**config.mk**
```make
export PLATFORM = sky130hd
export DESIGN_NAME = bounded_key_set_swap_remove
export DESIGN_NICKNAME = d
export VERILOG_FILES = /design/src/rtl/bkset_pkg.sv /design/src/rtl/bkset_ram.sv /design/src/rtl/bounded_key_set_swap_remove.sv
export VERILOG_INCLUDE_DIRS = /design/src /design/src/rtl
export SDC_FILE = /design/constraint.sdc
export NUM_CORES = 2
export LEC_CHECK = 0
export BUFFER_PORTS_ARGS = -buffer_cell sky130_fd_sc_hd__clkbuf_2
export CORE_ASPECT_RATIO = 0.6
export CORE_UTILIZATION = 40
export DETAILED_ROUTE_END_ITERATION = 10
export PLACE_DENSITY = 0.61
export SYNTH_ARGS = -nofsm -noshare
export SYNTH_HDL_FRONTEND = slang
export SYNTH_SLANG_ARGS = --single-unit
```
**constraint.sdc**
```tcl
create_clock -name clk -period 4.03 [get_ports clk]
set_input_delay 0.2015 -clock clk [delete_from_list [all_inputs] [get_ports clk]]
set_output_delay 0.2015 -clock clk [all_outputs]
set_load 0.01 [all_outputs]
```
**src/rtl/bounded_key_set_swap_remove_assert.svh**
```systemverilog
// Assertion macros for the bounded key set; they expand to nothing in synthesis.
`ifndef BOUNDED_KEY_SET_SWAP_REMOVE_ASSERT_SVH
`define BOUNDED_KEY_SET_SWAP_REMOVE_ASSERT_SVH
`ifndef SYNTHESIS
`define BKSET_ASSERT_NEVER(lbl, clk, rst_n, expr) \
	lbl: assert property (@(posedge clk) disable iff (!rst_n) !(expr)) \
		else $error("bounded key set: forbidden condition seen");
`define BKSET_ASSERT_IMPLY(lbl, clk, rst_n, ante, cons) \
	lbl: assert property (@(posedge clk) disable iff (!rst_n) (ante) |-> (cons)) \
		else $error("bounded key set: implication failed");
`define BKSET_ASSERT_NEXT(lbl, clk, rst_n, ante, cons) \
	lbl: assert property (@(posedge clk) disable iff (!rst_n) (ante) |=> (cons)) \
		else $error("bounded key set: next-cycle check failed");
`else
`define BKSET_ASSERT_NEVER(lbl, clk, rst_n, expr)
`define BKSET_ASSERT_IMPLY(lbl, clk, rst_n, ante, cons)
`define BKSET_ASSERT_NEXT(lbl, clk, rst_n, ante, cons)
`endif
`endif

```
**src/rtl/bkset_pkg.sv**
```systemverilog
// Types, constants and helper functions shared by the bounded key set modules.
`timescale 1ns / 1ps
`default_nettype none
package bkset_pkg;
	localparam int CAPACITY = 63;
	localparam int KEY_W = 32;
	localparam int COUNT_W = 6;
	localparam int FILL_W = $clog2(CAPACITY + 1);
	localparam int IDX_W = (CAPACITY > 1) ? $clog2(CAPACITY) : 1;
	localparam logic [FILL_W-1:0] CAP_FILL = FILL_W'(CAPACITY);

	localparam logic [1:0] OP_ADD = 2'd0;
	localparam logic [1:0] OP_REMOVE = 2'd1;
	localparam logic [1:0] OP_CONTAINS = 2'd2;
	localparam logic [1:0] OP_CLEAR = 2'd3;

	typedef enum logic [1:0] {
		ST_IDLE,
		ST_SCAN,
		ST_SWAP_RD,
		ST_SWAP_WR
	} state_t;

	typedef struct packed {
		logic [1:0] func;
		logic [KEY_W-1:0] key;
	} req_t;

	typedef struct packed {
		logic hit;
		logic accepted;
		logic [COUNT_W-1:0] count;
	} rsp_t;

	typedef struct packed {
		logic we;
		logic [IDX_W-1:0] waddr;
		logic [KEY_W-1:0] wdata;
		logic re;
		logic [IDX_W-1:0] raddr;
	} ram_req_t;

	function automatic logic [COUNT_W-1:0] count_of(input logic [FILL_W-1:0] f);
		logic [FILL_W+COUNT_W-1:0] w;
		w = {{COUNT_W{1'b0}}, f};
		return w[COUNT_W-1:0];
	endfunction

	function automatic logic [IDX_W-1:0] idx_of(input logic [FILL_W-1:0] f);
		logic [FILL_W+IDX_W-1:0] w;
		w = {{IDX_W{1'b0}}, f};
		return w[IDX_W-1:0];
	endfunction
endpackage
`default_nettype wire

```
**src/rtl/bkset_ram.sv**
```systemverilog
// Slot memory of the key set: one write port and one registered read port.
`timescale 1ns / 1ps
`default_nettype none
module bkset_ram (
	input wire logic clk,
	input wire bkset_pkg::ram_req_t ram,
	output logic [bkset_pkg::KEY_W-1:0] rdata
);
	logic [bkset_pkg::KEY_W-1:0] mem [bkset_pkg::CAPACITY];
	logic [bkset_pkg::KEY_W-1:0] rdata_q;

	always_ff @(posedge clk) begin
		if (ram.we) begin
			mem[ram.waddr] <= ram.wdata;
		end
	end

	always_ff @(posedge clk) begin
		if (ram.re) begin
			rdata_q <= mem[ram.raddr];
		end
	end

	assign rdata = rdata_q;
endmodule
`default_nettype wire

```
**src/rtl/bounded_key_set_swap_remove.sv**
```systemverilog
// Top level of the bounded unordered key set with swap-remove.
`timescale 1ns / 1ps
`default_nettype none
// A request beat (req.func, req.key) is taken at a rising edge where start is
// high and busy is low. Each request yields exactly one result beat on rsp,
// marked by done for a single cycle; the receiver cannot hold results off.
// Add and clear, and a lookup on an empty set, give their result in the cycle
// after the request, and busy stays low, so a new request may follow at once.
// Contains and remove scan the slot memory from slot 0 upward, one slot per
// cycle through its single registered read port, and stop at the first match
// or after the last slot below the count. A remove that hits below the last
// slot then reads the last slot and writes it into the hole. Busy is high
// from the cycle after the request until the cycle before done.
// Reset clears the count and the control state; slot contents are not
// cleared, since only slots below the count are ever read.
module bounded_key_set_swap_remove (
	input wire logic clk,
	input wire logic arst_n,
	input wire logic start,
	input wire bkset_pkg::req_t req,
	output logic busy,
	output logic done,
	output bkset_pkg::rsp_t rsp
);
	bkset_pkg::state_t state_q, state_d;
	logic [bkset_pkg::FILL_W-1:0] fill_q, fill_d;
	logic [bkset_pkg::FILL_W-1:0] scan_q;
	logic [bkset_pkg::FILL_W-1:0] idx_s1;
	logic vld_s1;
	logic [bkset_pkg::IDX_W-1:0] pos_q;
	logic [1:0] func_q;
	logic [bkset_pkg::KEY_W-1:0] key_q;
	logic done_q, done_d;
	bkset_pkg::rsp_t rsp_q;
	logic hit_d, acc_d, accept, scan_rd;
	bkset_pkg::ram_req_t ram;
	logic [bkset_pkg::KEY_W-1:0] rdata;
	logic match, last;

	bkset_ram u_ram (
		.clk(clk),
		.ram(ram),
		.rdata(rdata)
	);

	assign match = vld_s1 && (rdata == key_q);
	assign last = (idx_s1 + bkset_pkg::FILL_W'(1)) == fill_q;

	always_comb begin
		state_d = state_q;
		unique case (state_q)
			bkset_pkg::ST_IDLE: begin
				if (start && (req.func == bkset_pkg::OP_REMOVE ||
					req.func == bkset_pkg::OP_CONTAINS) && fill_q != '0) begin
					state_d = bkset_pkg::ST_SCAN;
				end
			end
			bkset_pkg::ST_SCAN: begin
				if (match) begin
					if (func_q == bkset_pkg::OP_REMOVE && !last) begin
						state_d = bkset_pkg::ST_SWAP_RD;
					end else begin
						state_d = bkset_pkg::ST_IDLE;
					end
				end else if (vld_s1 && last) begin
					state_d = bkset_pkg::ST_IDLE;
				end
			end
			bkset_pkg::ST_SWAP_RD: state_d = bkset_pkg::ST_SWAP_WR;
			bkset_pkg::ST_SWAP_WR: state_d = bkset_pkg::ST_IDLE;
			default: state_d = bkset_pkg::ST_IDLE;
		endcase
	end

	always_comb begin
		ram.we = 1'b0;
		ram.waddr = bkset_pkg::idx_of(fill_q);
		ram.wdata = req.key;
		ram.re = 1'b0;
		ram.raddr = bkset_pkg::idx_of(scan_q);
		fill_d = fill_q;
		done_d = 1'b0;
		hit_d = 1'b0;
		acc_d = 1'b0;
		accept = 1'b0;
		scan_rd = 1'b0;
		unique case (state_q)
			bkset_pkg::ST_IDLE: begin
				accept = start;
				if (start) begin
					unique case (req.func)
						bkset_pkg::OP_ADD: begin
							done_d = 1'b1;
							if (fill_q < bkset_pkg::CAP_FILL) begin
								ram.we = 1'b1;
								fill_d = fill_q + bkset_pkg::FILL_W'(1);
								acc_d = 1'b1;
							end
						end
						bkset_pkg::OP_REMOVE, bkset_pkg::OP_CONTAINS: begin
							done_d = (fill_q == '0);
						end
						bkset_pkg::OP_CLEAR: begin
							fill_d = '0;
							done_d = 1'b1;
						end
						default: done_d = 1'b1;
					endcase
				end
			end
			bkset_pkg::ST_SCAN: begin
				scan_rd = (scan_q < fill_q) && !match;
				ram.re = scan_rd;
				if (match) begin
					hit_d = 1'b1;
					if (func_q == bkset_pkg::OP_REMOVE) begin
						fill_d = fill_q - bkset_pkg::FILL_W'(1);
						done_d = last;
					end else begin
						done_d = 1'b1;
					end
				end else if (vld_s1 && last) begin
					done_d = 1'b1;
				end
			end
			bkset_pkg::ST_SWAP_RD: begin
				ram.re = 1'b1;
				ram.raddr = bkset_pkg::idx_of(fill_q);
			end
			bkset_pkg::ST_SWAP_WR: begin
				ram.we = 1'b1;
				ram.waddr = pos_q;
				ram.wdata = rdata;
				hit_d = 1'b1;
				done_d = 1'b1;
			end
			default: begin
				done_d = 1'b0;
			end
		endcase
	end

	always_ff @(posedge clk or negedge arst_n) begin
		if (!arst_n) begin
			state_q <= bkset_pkg::ST_IDLE;
			fill_q <= '0;
			done_q <= 1'b0;
			vld_s1 <= 1'b0;
			scan_q <= '0;
		end else begin
			state_q <= state_d;
			fill_q <= fill_d;
			done_q <= done_d;
			vld_s1 <= scan_rd;
			if (accept) begin
				scan_q <= '0;
			end else if (scan_rd) begin
				scan_q <= scan_q + bkset_pkg::FILL_W'(1);
			end
		end
	end

	always_ff @(posedge clk) begin
		if (accept) begin
			func_q <= req.func;
			key_q <= req.key;
		end
		idx_s1 <= scan_q;
		if (match) begin
			pos_q <= bkset_pkg::idx_of(idx_s1);
		end
		if (done_d) begin
			rsp_q.hit <= hit_d;
			rsp_q.accepted <= acc_d;
			rsp_q.count <= bkset_pkg::count_of(fill_d);
		end
	end

	assign busy = (state_q != bkset_pkg::ST_IDLE);
	assign done = done_q;
	assign rsp = rsp_q;

`include "bounded_key_set_swap_remove_assert.svh"

	`BKSET_ASSERT_NEVER(a_fill_in_range, clk, arst_n, fill_q > bkset_pkg::CAP_FILL)
	`BKSET_ASSERT_IMPLY(a_done_when_idle, clk, arst_n, done_q, state_q == bkset_pkg::ST_IDLE)
	`BKSET_ASSERT_NEXT(a_add_stores, clk, arst_n,
		start && !busy && req.func == bkset_pkg::OP_ADD && fill_q < bkset_pkg::CAP_FILL,
		done_q && rsp_q.accepted)
	`BKSET_ASSERT_IMPLY(a_hit_on_lookup, clk, arst_n, done_q && rsp_q.hit,
		func_q == bkset_pkg::OP_REMOVE || func_q == bkset_pkg::OP_CONTAINS)
endmodule
`default_nettype wire

```
==> flow_metrics.tcl <==
set metrics [dict create \
    status "complete, but fails checks" \
    violations "negative setup slack" \
    portBuffers 46 \
    core-area_um2 203900 \
    synth_top_area_cell "edfxtp_1" \
    yosysMostFrequentCell "edfxtp_1" \
    grt_pass1_wl_um 350100 \
    cap_viol_max_count 0 \
    setup_ws_ns -0.01366 \
    drive_above_1_share_pct 24.51 \
    grt_pass1_vias 44274 \
    p_per_area_nw_per_um2 570.6 \
    first_pass_iters 6 \
    htree_levels 4 \
    clock_latency_ns 0.84 \
    slew_headroom_pct 11.09 \
    areaGrowthSynthToFinish_pct 16.60 \
    antenna_left 0 \
    cp_num_buf_inv 6 \
    ios 47 \
    n_fill_cell 16839 \
    grt_usage_pct 23.84 \
    critPathMaxStageDelay_ns 0.97 \
    p_leak_nw 30.99 \
    grt_max_degree 64 \
    fin_nets 4855 \
    syn-num-nets 4390 \
    final_area_um2 96170 \
    critPathMaxFanout 28 \
    synth_ff_type "edfxtp_1" \
    finalMaxSlewViolations 0 \
    syn_area_um2 82480 \
    yosysSeqAreaShare_pct 76.95 \
    synth_common_cells "edfxtp_1 (2096), nand2_1 (467), mux4_2 (341)" \
    vias 46501 \
    antenna_found_initial 16 \
    fmax_mhz 247.3 \
    whs_ns 0.1269 \
    dp_cells 7308 \
    regArea_um2 63460 \
    synth_area_leaders "edfxtp_1 (76%), mux4_2 (9.3%), mux2i_1 (2.4%), nand2_1 (2.1%), nand3_1 (0.87%)" \
    dp_hpwl_um 157200 \
    tns_ns -0.01366 \
    fin_crit_ns 4.044 \
    postCtsSetupBuffers 0 \
    via_per_inst 6.068 \
    place_area_um2 90260 \
    synth_edf_count 2096 \
    crit_chain "inv_1, ha_4, buf_4, mux2_8, buf_12, buf_12, buf_4, mux4_2, nor2_1, nor4_1, buf_4, o211a_1" \
    synth_cell_types 69 \
    yosysWarnings 0 \
    ys_ff_latch 2118 \
    min_path_type "in -> reg" \
    clkTransAtPathRegs_ns 0.07 \
    drc 0 \
    cts-root-buf "clkbuf_16" \
    crit_path_frequent_cell "buf_4" \
    wirelength_um 250900 \
    cts_sinks 2118 \
    fin_cells 7663 \
    worst-setup-path-type "reg -> reg" \
    skew_ns 0.03832 \
    wl_per_cell_um 32.75 \
    synth.top_cell.area_share_pct 76.31 \
    die_h_um 353.7 \
    worstPathRequired_ns 4.73 \
    cts_buffers 187 \
    die-area_um2 208100 \
    crit_slowest_cell "nor4_1" \
    power_mw 54.88 \
    start_kind "flop" \
    avgSynthCellArea_um2 19.01 \
    fin_crit_sh_pct 100.3 \
    die_w_um 588.2 \
    cts_tree "yes" \
    overflow 0 \
    async_flop_share_pct 0.7554 \
    crit_path_end_kind "flop" \
    clockBufferDepth 4 \
    gp_congestion 0.8689 \
    drtIter0Drc 7506 \
    rsz0062_at_grt "no" \
    floorplan.rows 128 \
    synthCells 4339 \
    start_util_pct 40.45 \
    hold_viol 0 \
    path_delay_family "buffers and inverters" \
    worst_pin_slew_ns 1.316 \
    multiInputGateArea_um2 18440 \
    critPathArrivalTime_ns 4.74 \
    finalSetupViolations 1 \
    ir_drop_mv 0.3545 \
]
## metrics by stage
step	util (%)	worst slack, ns
after floorplan	-	0.6237
after global placement	44.27	-0.2299
after detailed placement	44.27	-0.2385
after CTS	47.15	0.003181
after global routing	47.17	0.01701
final	47.17	-0.01366
## path summary, 6_finish.rpt
kind	start	to	slack [ns]	depth (start not counted)
setup / recovery	state_q[0]	u_ram.rdata[31]	-0.01	12
hold / removal	req[4]	key_q[4]	0.13	2
setup reg to reg	state_q[0]	u_ram.rdata[31]	-0.01	12
hold reg to reg	idx_s1[5]	pos_q[5]	0.48	0
max in group asynchronous	arst_n	scan_q[5]	2.94	3
min in group asynchronous	arst_n	done	0.58	3
## final cells by class
cell class                 count  area share (%)
clock buffer                 218           5.031
timing repair buffer         520           5.497
tap                         2730           3.552
clock inverter                96          0.6753
multi-input combinational   1959           19.17
antenna                        4         0.01041
inverter                      18         0.07026
sequential                  2118           65.99
## placed cells by master, fill, tap and decap left out, types with 14 or more instances in the layout
cell	n
nor4_1	37
nand3_1	143
o211ai_1	43
dfrtp_1	16
a211oi_1	14
o31ai_1	16
nand2_1	466
nor2_4	65
o311a_1	16
buf_12	112
a311oi_1	20
o21ai_0	24
o22ai_1	55
a2111oi_0	15
dlygate4sd3_1	37
inv_1	16
clkinv_1	47
clkbuf_16	189
clkinv_2	34
mux2i_1	192
clkbuf_2	46
mux2_2	34
nor2_1	57
mux4_2	341
a21oi_1	129
clkbuf_1	29
nor3_1	27
buf_4	324
a22oi_1	45
xor2_1	31
edfxtp_1	2096
## state kept, by name (all words and copies together) (netlist names), named ones only
name / count
u_ram.rdata: 32
done: 1
vld_s1: 1
u_ram.mem: 2016
pos_q: 6
key_q: 32
fill_q: 6
idx_s1: 6
state_q: 1
func_q: 2
scan_q: 6
rsp: 8
## metal layers
layer	routed length, µm	track usage, %	share of wire (%)	vias to the layer above
met3	37040	8.115	15	296
met5	67	0	0.027	-
li1	-	-	-	18567
met1	107500	37.34	43	24504
met2	101700	31.98	41	3124
met4	4657	4.508	1.9	10
## where the power goes
group | internal [mW] | leakage (nW) | switching, mW
Sequential | 24.7 | 19.1 | 0.494
Combinational | 5.09 | 9.17 | 7.66
Clock | 9.05 | 2.70 | 7.91
Total | 38.8 | 31.0 | 16.1
## cells by family after synthesis
| family | synth area share (%) |
|---|---|
| and+or+nand+nor | 4.371 |
| AOI/OAI and AO/OA | 4.213 |
| xor gates and xnor gates | 0.4308 |
| adders and majority gates | 0.2124 |
| DFF | 76.95 |
| muxes | 12.24 |
| buffers and inverters | 1.584 |
## what timing repair did
| item | 4_1_cts | 5_1_grt |
|---|---|---|
| endpoints found under the hold margin | 71 | 0 |
| hold buffers | 37 | 0 |
| resized for setup | 4 | 8 |
| endpoints found under the setup margin | 3 | 13 |
Note: power is estimated with default switching activity, not from simulation.
